### src/rtl/core/qcil_pkg.sv
`timescale 1ns / 1ps
// qcil_pkg: shared widths, word types and the level base function for the
// quadtree cell index lookup. No dependencies.
package qcil_pkg;

	localparam int DEF_MAX_LEVELS = 8;
	localparam int DEF_FRAC_BITS  = 8;

	localparam int POS_W       = 32;  // pos_x, pos_y, origin registers
	localparam int WS_W        = 16;  // world_size
	localparam int LV_W        = 4;   // level, max_level, used_level
	localparam int DIR_W       = 4;   // direction
	localparam int IDX_OUT_W   = 17;  // cell_index
	localparam int COORD_OUT_W = 8;   // cell_x, cell_y
	localparam int CFG_IDX_W   = 2;
	localparam int CFG_DATA_W  = 32;
	localparam int IN_DATA_W   = 72;  // 2*32 + 4, padded to bytes
	localparam int OUT_DATA_W  = 40;  // 17 + 8 + 8 + 4, padded to bytes

	// control that travels alongside each word through the divider row
	typedef struct packed {
		logic            valid;
		logic            zero;   // world size of zero: coordinates forced to 0
		logic [LV_W-1:0] lv;
	} ctl_t;

	// one result word, last field (cell_index) in the low bits
	typedef struct packed {
		logic [LV_W-1:0]        used_level;
		logic [COORD_OUT_W-1:0] cell_y;
		logic [COORD_OUT_W-1:0] cell_x;
		logic [IDX_OUT_W-1:0]   cell_index;
	} res_t;

	// first index of a level: (4^lv - 1) / 3 = sum of 4^i for i < lv
	function automatic logic [31:0] tree_base(input logic [LV_W-1:0] lv);
		logic [31:0] acc;
		acc = '0;
		for (int i = 0; i < 15; i++) begin
			if (i < int'(lv)) begin
				acc = acc | (32'd1 << (2 * i));
			end
		end
		return acc;
	endfunction

endpackage

### src/rtl/core/qcil_div_cell.sv
`timescale 1ns / 1ps
// qcil_div_cell: one restoring-division step for both axes, registered.
// Depends on qcil_pkg (ctl_t).
module qcil_div_cell #(
	parameter int WW = 24,  // divisor width
	parameter int QW = 9    // quotient width
) (
	input  logic             clk,
	input  logic             arst_n,
	input  logic             en,
	input  logic [WW-1:0]    w,
	input  qcil_pkg::ctl_t   ctl_in,
	input  logic [WW:0]      rx_in,
	input  logic [WW:0]      ry_in,
	input  logic [QW-1:0]    qx_in,
	input  logic [QW-1:0]    qy_in,
	output qcil_pkg::ctl_t   ctl_out,
	output logic [WW:0]      rx_out,
	output logic [WW:0]      ry_out,
	output logic [QW-1:0]    qx_out,
	output logic [QW-1:0]    qy_out
);
	import qcil_pkg::*;

	logic [WW:0]   w_ext;
	logic          gex, gey;
	logic [WW:0]   rxd, ryd;
	ctl_t          ctl_q;
	logic [WW:0]   rx_q, ry_q;
	logic [QW-1:0] qx_q, qy_q;

	assign w_ext = {1'b0, w};
	assign gex   = rx_in >= w_ext;
	assign gey   = ry_in >= w_ext;
	assign rxd   = gex ? rx_in - w_ext : rx_in;
	assign ryd   = gey ? ry_in - w_ext : ry_in;

	always_ff @(posedge clk or negedge arst_n) begin
		if (!arst_n) begin
			ctl_q <= '0;
		end else if (en) begin
			ctl_q <= ctl_in;
		end
	end

	// remainder stays below w, so the doubled value fits WW+1 bits
	always_ff @(posedge clk) begin
		if (en) begin
			rx_q <= {rxd[WW-1:0], 1'b0};
			ry_q <= {ryd[WW-1:0], 1'b0};
			qx_q <= {qx_in[QW-2:0], gex};
			qy_q <= {qy_in[QW-2:0], gey};
		end
	end

	assign ctl_out = ctl_q;
	assign rx_out  = rx_q;
	assign ry_out  = ry_q;
	assign qx_out  = qx_q;
	assign qy_out  = qy_q;

endmodule

### src/rtl/core/qcil_out_buf.sv
`timescale 1ns / 1ps
// qcil_out_buf: output register plus skid register for the result word.
// Depends on qcil_pkg (res_t).
module qcil_out_buf (
	input  logic           clk,
	input  logic           arst_n,
	input  logic           in_valid,
	input  qcil_pkg::res_t in_res,
	output logic           in_ready,
	output logic           out_valid,
	input  logic           out_ready,
	output qcil_pkg::res_t out_res
);
	import qcil_pkg::*;

	logic out_valid_q, skid_valid_q;
	res_t out_q, skid_q;
	logic take;

	assign in_ready = !skid_valid_q;
	assign take     = in_valid && !skid_valid_q;

	always_ff @(posedge clk or negedge arst_n) begin
		if (!arst_n) begin
			out_valid_q  <= 1'b0;
			skid_valid_q <= 1'b0;
		end else if (out_ready || !out_valid_q) begin
			out_valid_q  <= skid_valid_q || take;
			skid_valid_q <= 1'b0;
		end else if (take) begin
			skid_valid_q <= 1'b1;
		end
	end

	always_ff @(posedge clk) begin
		if (out_ready || !out_valid_q) begin
			out_q <= skid_valid_q ? skid_q : in_res;
		end else if (take) begin
			skid_q <= in_res;
		end
	end

	assign out_valid = out_valid_q;
	assign out_res   = out_q;

endmodule

### src/rtl/core/quadtree_cell_index_lookup.sv
`timescale 1ns / 1ps
// quadtree_cell_index_lookup: top level. Uses qcil_pkg, qcil_div_cell and
// qcil_out_buf.
//
// Finds the flat index of the quadtree cell that holds a point at a given
// level, optionally stepping 1.5 cells toward a compass neighbor first.
// Input words (s_*): tdata = pos_x, pos_y, level; tuser = direction.
// Result words (m_*): tdata = cell_index, cell_x, cell_y, used_level.
// Configuration: cfg_we/cfg_index/cfg_data, written only while idle by the user
// (not enforced here); index 0 origin_x, 1 origin_y, 2 world_size, 3 max_level.
//
// Throughput: one word per cycle while the output is not stalled. The divider
// row has MAX_LEVELS + 1 cells, one quotient bit per cell; the stages in order
// are s1, s2, s3, the divider cells, sf and the output register.
// A result waiting at the output does not stop input: a skid register
// absorbs one more word, and only then does the whole pipeline hold and
// s_tready drop. Reset clears all valid bits and loads the register
// defaults (origin 0, world size 256, max level 8); no clearing pass.
module quadtree_cell_index_lookup #(
	parameter int MAX_LEVELS = qcil_pkg::DEF_MAX_LEVELS,
	parameter int FRAC_BITS  = qcil_pkg::DEF_FRAC_BITS
) (
	input  logic                             clk,
	input  logic                             arst_n,
	input  logic                             s_tvalid,
	output logic                             s_tready,
	// [31:0] pos_x, [63:32] pos_y, [67:64] level, rest zero
	input  logic [qcil_pkg::IN_DATA_W-1:0]   s_tdata,
	// [3:0] direction
	input  logic [qcil_pkg::DIR_W-1:0]       s_tuser,
	output logic                             m_tvalid,
	input  logic                             m_tready,
	// [16:0] cell_index, [24:17] cell_x, [32:25] cell_y, [36:33] used_level
	output logic [qcil_pkg::OUT_DATA_W-1:0]  m_tdata,
	input  logic                             cfg_we,
	input  logic [qcil_pkg::CFG_IDX_W-1:0]   cfg_index,
	input  logic [qcil_pkg::CFG_DATA_W-1:0]  cfg_data
);
	import qcil_pkg::*;

	localparam int WW = WS_W + FRAC_BITS;                 // world side, fixed point
	localparam int DW = WW + 2;                           // 3 * world side
	localparam int PW = ((DW > POS_W) ? DW : POS_W) + 2;  // moved position
	localparam int QW = MAX_LEVELS + 1;                   // quotient bits
	localparam int NC = MAX_LEVELS + 1;                   // divider cells
	localparam int CW = (MAX_LEVELS > COORD_OUT_W) ? MAX_LEVELS : COORD_OUT_W;
	localparam int IW = (2 * MAX_LEVELS + 1 > IDX_OUT_W) ? 2 * MAX_LEVELS + 1 : IDX_OUT_W;

	typedef enum logic [CFG_IDX_W-1:0] {
		REG_ORIGIN_X   = 2'd0,
		REG_ORIGIN_Y   = 2'd1,
		REG_WORLD_SIZE = 2'd2,
		REG_MAX_LEVEL  = 2'd3
	} reg_idx_t;

	typedef enum logic [DIR_W-1:0] {
		DIR_NONE = 4'd0,
		DIR_N    = 4'd1,
		DIR_NE   = 4'd2,
		DIR_E    = 4'd3,
		DIR_SE   = 4'd4,
		DIR_S    = 4'd5,
		DIR_SW   = 4'd6,
		DIR_WEST = 4'd7,
		DIR_NW   = 4'd8
	} dir_t;

	// ---------------- configuration registers ----------------
	logic signed [POS_W-1:0] origin_x_q, origin_y_q;
	logic [WS_W-1:0]         world_size_q;
	logic [LV_W-1:0]         max_level_q;

	always_ff @(posedge clk or negedge arst_n) begin
		if (!arst_n) begin
			origin_x_q   <= '0;
			origin_y_q   <= '0;
			world_size_q <= WS_W'(256);
			max_level_q  <= LV_W'(8);
		end else if (cfg_we) begin
			case (reg_idx_t'(cfg_index))
				REG_ORIGIN_X:   origin_x_q   <= cfg_data[POS_W-1:0];
				REG_ORIGIN_Y:   origin_y_q   <= cfg_data[POS_W-1:0];
				REG_WORLD_SIZE: world_size_q <= cfg_data[WS_W-1:0];
				REG_MAX_LEVEL:  max_level_q  <= cfg_data[LV_W-1:0];
				default: ;
			endcase
		end
	end

	// world side in fixed point; the user keeps it static while words are in flight (not enforced)
	logic [WW-1:0] w;
	logic [DW-1:0] w3;
	assign w  = WW'(world_size_q) << FRAC_BITS;
	assign w3 = (DW'(w) << 1) + DW'(w);

	logic en;  // whole pipeline advances

	// ---------------- s1: level clamp, neighbor step ----------------
	logic [POS_W-1:0] in_px, in_py;
	logic [LV_W-1:0]  in_lv, lv_a, lv_c;
	logic             xp, xn, yp, yn;

	assign in_px = s_tdata[POS_W-1:0];
	assign in_py = s_tdata[2*POS_W-1:POS_W];
	assign in_lv = s_tdata[2*POS_W+LV_W-1:2*POS_W];
	assign lv_a  = (in_lv > max_level_q) ? max_level_q : in_lv;
	assign lv_c  = (lv_a > LV_W'(MAX_LEVELS)) ? LV_W'(MAX_LEVELS) : lv_a;

	// north is decreasing y
	always_comb begin
		xp = 1'b0;
		xn = 1'b0;
		yp = 1'b0;
		yn = 1'b0;
		case (dir_t'(s_tuser))
			DIR_N:  yn = 1'b1;
			DIR_NE: begin
				yn = 1'b1;
				xp = 1'b1;
			end
			DIR_E:  xp = 1'b1;
			DIR_SE: begin
				yp = 1'b1;
				xp = 1'b1;
			end
			DIR_S:  yp = 1'b1;
			DIR_SW: begin
				yp = 1'b1;
				xn = 1'b1;
			end
			DIR_WEST: xn = 1'b1;
			DIR_NW: begin
				yn = 1'b1;
				xn = 1'b1;
			end
			default: ;
		endcase
	end

	logic                    v_s1;
	logic signed [POS_W-1:0] px_s1, py_s1;
	logic [DW-1:0]           d_s1;
	logic [LV_W-1:0]         lv_s1;
	logic                    xp_s1, xn_s1, yp_s1, yn_s1;

	always_ff @(posedge clk or negedge arst_n) begin
		if (!arst_n) begin
			v_s1 <= 1'b0;
		end else if (en) begin
			v_s1 <= s_tvalid;
		end
	end

	always_ff @(posedge clk) begin
		if (en) begin
			px_s1 <= in_px;
			py_s1 <= in_py;
			d_s1  <= w3 >> (lv_c + 1'b1);  // 1.5 cells at this level
			lv_s1 <= lv_c;
			xp_s1 <= xp;
			xn_s1 <= xn;
			yp_s1 <= yp;
			yn_s1 <= yn;
		end
	end

	// ---------------- s2: move the point ----------------
	logic signed [PW-1:0] px_e, py_e, d_e;
	logic signed [PW-1:0] mx, my;

	assign px_e = PW'(px_s1);
	assign py_e = PW'(py_s1);
	assign d_e  = $signed(PW'(d_s1));

	always_comb begin
		mx = px_e;
		if (xp_s1) begin
			mx = px_e + d_e;
		end else if (xn_s1) begin
			mx = px_e - d_e;
		end
		my = py_e;
		if (yp_s1) begin
			my = py_e + d_e;
		end else if (yn_s1) begin
			my = py_e - d_e;
		end
	end

	logic                 v_s2;
	logic signed [PW-1:0] mx_s2, my_s2;
	logic [LV_W-1:0]      lv_s2;

	always_ff @(posedge clk or negedge arst_n) begin
		if (!arst_n) begin
			v_s2 <= 1'b0;
		end else if (en) begin
			v_s2 <= v_s1;
		end
	end

	always_ff @(posedge clk) begin
		if (en) begin
			mx_s2 <= mx;
			my_s2 <= my;
			lv_s2 <= lv_s1;
		end
	end

	// ---------------- s3: clamp to world, subtract origin ----------------
	logic signed [PW:0] difx, dify, w_s;
	logic [WW-1:0]      offx, offy;

	assign w_s  = $signed({{(PW + 1 - WW){1'b0}}, w});
	assign difx = (PW + 1)'(mx_s2) - (PW + 1)'(origin_x_q);
	assign dify = (PW + 1)'(my_s2) - (PW + 1)'(origin_y_q);

	// clamping the point to [origin, origin + w] is clamping the offset to [0, w]
	always_comb begin
		if (difx < 0) begin
			offx = '0;
		end else if (difx > w_s) begin
			offx = w;
		end else begin
			offx = difx[WW-1:0];
		end
		if (dify < 0) begin
			offy = '0;
		end else if (dify > w_s) begin
			offy = w;
		end else begin
			offy = dify[WW-1:0];
		end
	end

	ctl_t          ctl_s3;
	logic [WW-1:0] offx_s3, offy_s3;

	always_ff @(posedge clk or negedge arst_n) begin
		if (!arst_n) begin
			ctl_s3 <= '0;
		end else if (en) begin
			ctl_s3.valid <= v_s2;
			ctl_s3.zero  <= (world_size_q == '0);
			ctl_s3.lv    <= lv_s2;
		end
	end

	always_ff @(posedge clk) begin
		if (en) begin
			offx_s3 <= offx;
			offy_s3 <= offy;
		end
	end

	// ---------------- divider row: Q = floor(off * 2^MAX_LEVELS / w) ----------------
	// off <= w, so Q fits MAX_LEVELS + 1 bits; each cell yields one bit, MSB first.
	ctl_t          ctl_c [NC+1];
	logic [WW:0]   rx_c  [NC+1];
	logic [WW:0]   ry_c  [NC+1];
	logic [QW-1:0] qx_c  [NC+1];
	logic [QW-1:0] qy_c  [NC+1];

	assign ctl_c[0] = ctl_s3;
	assign rx_c[0]  = (WW + 1)'(offx_s3);
	assign ry_c[0]  = (WW + 1)'(offy_s3);
	assign qx_c[0]  = '0;
	assign qy_c[0]  = '0;

	for (genvar k = 0; k < NC; k++) begin : g_cell
		qcil_div_cell #(
			.WW(WW),
			.QW(QW)
		) u_cell (
			.clk     (clk),
			.arst_n  (arst_n),
			.en      (en),
			.w       (w),
			.ctl_in  (ctl_c[k]),
			.rx_in   (rx_c[k]),
			.ry_in   (ry_c[k]),
			.qx_in   (qx_c[k]),
			.qy_in   (qy_c[k]),
			.ctl_out (ctl_c[k+1]),
			.rx_out  (rx_c[k+1]),
			.ry_out  (ry_c[k+1]),
			.qx_out  (qx_c[k+1]),
			.qy_out  (qy_c[k+1])
		);
	end

	// ---------------- sf: scale to level, clamp to last cell ----------------
	// floor(off * 2^lv / w) = Q >> (MAX_LEVELS - lv)
	ctl_t          ctl_end;
	logic [LV_W-1:0] sh;
	logic [QW-1:0] cqx, cqy, lim;
	logic [CW-1:0] cx, cy;

	assign ctl_end = ctl_c[NC];
	assign sh      = LV_W'(MAX_LEVELS) - ctl_end.lv;
	assign cqx     = qx_c[NC] >> sh;
	assign cqy     = qy_c[NC] >> sh;
	assign lim     = (QW'(1) << ctl_end.lv) - QW'(1);

	always_comb begin
		cx = CW'((cqx > lim) ? lim : cqx);
		cy = CW'((cqy > lim) ? lim : cqy);
		if (ctl_end.zero) begin
			cx = '0;
			cy = '0;
		end
	end

	logic            v_sf;
	logic [CW-1:0]   cx_sf, cy_sf;
	logic [LV_W-1:0] lv_sf;

	always_ff @(posedge clk or negedge arst_n) begin
		if (!arst_n) begin
			v_sf <= 1'b0;
		end else if (en) begin
			v_sf <= ctl_end.valid;
		end
	end

	always_ff @(posedge clk) begin
		if (en) begin
			cx_sf <= cx;
			cy_sf <= cy;
			lv_sf <= ctl_end.lv;
		end
	end

	// ---------------- flat index and output buffer ----------------
	logic [IW-1:0] idx;
	res_t          res, out_res;

	assign idx = IW'(tree_base(lv_sf)) + IW'(cx_sf) + (IW'(cy_sf) << lv_sf);

	always_comb begin
		res.cell_index = idx[IDX_OUT_W-1:0];
		res.cell_x     = cx_sf[COORD_OUT_W-1:0];
		res.cell_y     = cy_sf[COORD_OUT_W-1:0];
		res.used_level = lv_sf;
	end

	qcil_out_buf u_out (
		.clk       (clk),
		.arst_n    (arst_n),
		.in_valid  (v_sf),
		.in_res    (res),
		.in_ready  (en),
		.out_valid (m_tvalid),
		.out_ready (m_tready),
		.out_res   (out_res)
	);

	assign s_tready = en;
	assign m_tdata  = {{(OUT_DATA_W - $bits(res_t)){1'b0}}, out_res};

endmodule

### config.mk
export PLATFORM = sky130hd
export DESIGN_NAME = quadtree_cell_index_lookup
export DESIGN_NICKNAME = d
export VERILOG_FILES = /design/src/rtl/core/qcil_pkg.sv /design/src/rtl/core/qcil_div_cell.sv /design/src/rtl/core/qcil_out_buf.sv /design/src/rtl/core/quadtree_cell_index_lookup.sv
export SDC_FILE = /design/constraint.sdc
export NUM_CORES = 2
export LEC_CHECK = 0
export ABC_AREA = 1
export BUFFER_PORTS_ARGS = -buffer_cell sky130_fd_sc_hd__buf_4
export CAP_MARGIN = 20
export CORE_MARGIN = 3
export CORE_UTILIZATION = 25
export DETAILED_ROUTE_END_ITERATION = 8
export PLACE_DENSITY_LB_ADDON = 0.05
export SYNTH_ARGS = -nofsm -noshare
export SYNTH_HDL_FRONTEND = slang
export SYNTH_SLANG_ARGS = --single-unit
### constraint.sdc
create_clock -name clk -period 34.3 [get_ports clk]
set_input_delay 6.86 -clock clk [delete_from_list [all_inputs] [get_ports clk]]
set_output_delay 6.86 -clock clk [all_outputs]
set_load 0.05 [all_outputs]
==> metrics.txt <==
reg2reg path depth=15; largest net degree at the start of global routing=186; Least-Margin Pin Slew=1086 ps; CTS Buf Count=115; clk_lat worst skew=780 ps; Die Span Y=496.5 um; Pleak=30.25 nW; Power Density=118.0 mW/mm^2; EDFF count, synth=728; CTS hold repair buffers=0; routed length per instance=19.44 um; final hold violation count=0; vias=47870; FMAX=0.09105 GHz; Reg-to-Reg Start=max_level_q[3]$_DFFE_PN1P_; Hold Path Class=reg2reg; vias in the first global route=48080; root buf cell=clkbuf_16; FFs w/ async S/R, synth=0.1699; Final Cycle Share=0.3202; end point of the critical path=d_s1[13]$_DFFE_PN_; nets=7979; skew final=58.89 ps; Worst-path clk slew=60 ps; most frequent cells in the layout=nand2_1, inv_1, edfxtp_1; die area=0.2465 mm^2; Placement Setup Slack=22620 ps; post-cts gate resize count=0; Syn. warnings=0; Layout Cells excl Fill=10540; CTS tree=done; register area share after synthesis=0.4255; Worst Slack Setup Final=23320 ps; clk buf depth=3; share of layout cells above drive strength 1=0.06552; Worst Hold Margin=372.1 ps; clk sink count=877; cell count after synthesis=7115; first-pass GRT wire length=306800 um; crit path launch=s_tdata[67]; Syn Std Cell Area=0.06014 mm^2; Seq cells post-synth=877; fin area=0.06886 mm^2; port bufs=149; Post-DP HPWL=158500 um; number of nets with antenna violations after routing=0; die span in x=496.5 um; num ports=157; relative slew slack=0.2758; number of H-tree levels=3; Cell variety after synth=73; Vias per Instance=4.541; initial antenna violation count=2; placed insts=10320; max-slew violation count=0; grt ovf=0; Top FF cell, synth=edfxtp_1; Avg Cell Area, Syn=8.453 um^2; number of DRC markers in iteration 0=2566; Reg-to-Reg End=d_s1[13]$_DFFE_PN_; most common cell after layout, fill and taps aside=nand2_1; Arr. time, crit path=11430 ps; CP Max Fanout=28; maximum VDD drop=0.05575 mV; DRT Pass-1 Iters=5; postcts setup bufs=0; type of origin of the critical path=input pin; DRT Wirelength=204900 um; Max-Cap Viols=0; total negative setup slack=0 ps; Critical Path RT=34750 ps; final critical delay including setup and external delays=10980 ps; unrepaired setup endpoints after global routing=false; core area=0.2385 mm^2; FP Rows=179; final setup vio count=0; Initial Util=0.2521; GPL Wtd Cong=0.8709; GR Util All Layers=0.1641; Layout area overhead=14.50%; placed inst area=0.06496 mm^2; register-to-register setup slack=28880 ps; critical path class=in2reg; crit end category=flop; status=complete, no violations; # DRC=0
[cells in the mapped netlist, types with 8 or more instances]
| cell type | count | area share |
|---|---|---|
| o2111ai_1 | 9 | 0.0013 |
| nor3_1 | 84 | 0.0070 |
| ha_1 | 565 | 0.12 |
| nor2_1 | 550 | 0.034 |
| nor2_2 | 9 | 0.00094 |
| a21o_1 | 33 | 0.0041 |
| nor4_1 | 49 | 0.0051 |
| a31oi_1 | 31 | 0.0032 |
| o211ai_1 | 48 | 0.0060 |
| o22ai_1 | 8 | 0.00083 |
| mux2i_1 | 8 | 0.0013 |
| o21a_1 | 18 | 0.0022 |
| xor2_1 | 203 | 0.030 |
| edfxtp_1 | 728 | 0.36 |
| nand2_2 | 14 | 0.0015 |
| o31ai_1 | 13 | 0.0016 |
| inv_1 | 794 | 0.050 |
| buf_2 | 39 | 0.0032 |
| clkbuf_1 | 112 | 0.0070 |
| a21boi_0 | 21 | 0.0026 |
| nand4_1 | 61 | 0.0063 |
| a21oi_1 | 630 | 0.052 |
| nand3b_1 | 17 | 0.0021 |
| o21ai_1 | 32 | 0.0027 |
| fa_1 | 28 | 0.0093 |
| nand3_1 | 311 | 0.026 |
| xnor2_1 | 126 | 0.018 |
| a211oi_1 | 40 | 0.0050 |
| a221oi_1 | 8 | 0.0012 |
| nand2_1 | 1624 | 0.10 |
| o221ai_1 | 9 | 0.0013 |
| dfrtp_1 | 147 | 0.061 |
| o21ai_0 | 575 | 0.048 |
| or2_2 | 16 | 0.0017 |
| o21bai_1 | 30 | 0.0037 |
| inv_2 | 16 | 0.0010 |
[final cells by class]
cell class / instances / area, um^2
repair buffers: 206 / 1613
multi-input cells: 5254 / 30770
well taps: 3167 / 3963
diodes: 2 / 5.005
clock inverters: 68 / 718.2
fillers: 25560 / 169700
inverters: 817 / 3074
clock buffers: 150 / 3120
flip-flops and latches: 877 / 25600
[through the flow]
stage / power [mW] / util
2_1_floorplan: 5.661 / -
3_3_place_gp: 6.975 / 0.2724
3_5_place_dp: 6.971 / 0.2724
4_1_cts: 8.257 / 0.2884
5_1_grt: 8.951 / 0.2887
6_report: 8.124 / 0.2887
[logic make-up after synthesis]
| family | Yosys count | share of synthesized area |
|---|---|---|
| compound gates | 1549 | 0.1435 |
| mux | 9 | 0.001519 |
| buf+inv | 986 | 0.06341 |
| xor+xnor | 330 | 0.04837 |
| flops | 877 | 0.4255 |
| simple gates | 2770 | 0.1908 |
| fa+ha+maj | 593 | 0.1269 |
| other cells | 1 | 0.00006235 |
[layer usage]
layer  vias up  part of all wire  track usage
met5         -                 0            0
met1     22290              0.46       0.2100
met4         0             0.031      0.04803
met3       232             0.025      0.01785
met2       617              0.49       0.2900
li1      24720                 -            -
[flip-flops by register name (all words and copies together), names as in the netlist, 6 cells and up]
name	count
px_s1	32
cy_sf	8
offx_s3	24
u_out.skid_q	37
my_s2	33
u_out.out_res	37
origin_x_q	32
cx_sf	8
d_s1	26
offy_s3	24
g_cell.u_cell.ry_out	164
origin_y_q	32
py_s1	32
world_size_q	16
g_cell.u_cell.qx_out	45
g_cell.u_cell.rx_out	164
mx_s2	33
g_cell.u_cell.qy_out	45
ctl_c	6
g_cell.u_cell.ctl_out	54
[worst max-delay path, cell delays in order]
cell and delay [ps]:
buf_4 110, ha_1 280, nand2_1 80, o21ai_0 200
o21ai_2 140, nand2_1 70, o21ai_0 110, nand2_1 570
clkinv_1 700, ha_1 1130, inv_1 490, nand3_1 240
nand3_1 120, nand3_1 140, o21ai_0 140
[power by group]
group / switching, mW / internal, mW
clock network: 0.514 / 0.710
registers: 0.331 / 1.90
logic: 3.08 / 1.59
total: 3.92 / 4.20
[worst min-delay path by stage]
| stage | start | depth (start not counted) | end |
|---|---|---|---|
| after floorplan | g_cell[0].u_cell.qx_out[0]$_DFFE_PN_ | 0 | g_cell[1].u_cell.qx_out[1]$_DFFE_PN_ |
| after global placement | g_cell[6].u_cell.qy_out[6]$_DFFE_PN_ | 0 | g_cell[7].u_cell.qy_out[7]$_DFFE_PN_ |
| after detailed placement | g_cell[4].u_cell.qy_out[4]$_DFFE_PN_ | 0 | g_cell[5].u_cell.qy_out[5]$_DFFE_PN_ |
| after CTS | lv_s1[0]$_DFFE_PN_ | 0 | lv_s2[0]$_DFFE_PN_ |
| after global routing | lv_s1[0]$_DFFE_PN_ | 0 | lv_s2[0]$_DFFE_PN_ |
| final | lv_s1[2]$_DFFE_PN_ | 0 | lv_s2[2]$_DFFE_PN_ |
No activity file was read; power rests on OpenSTA's default activity.
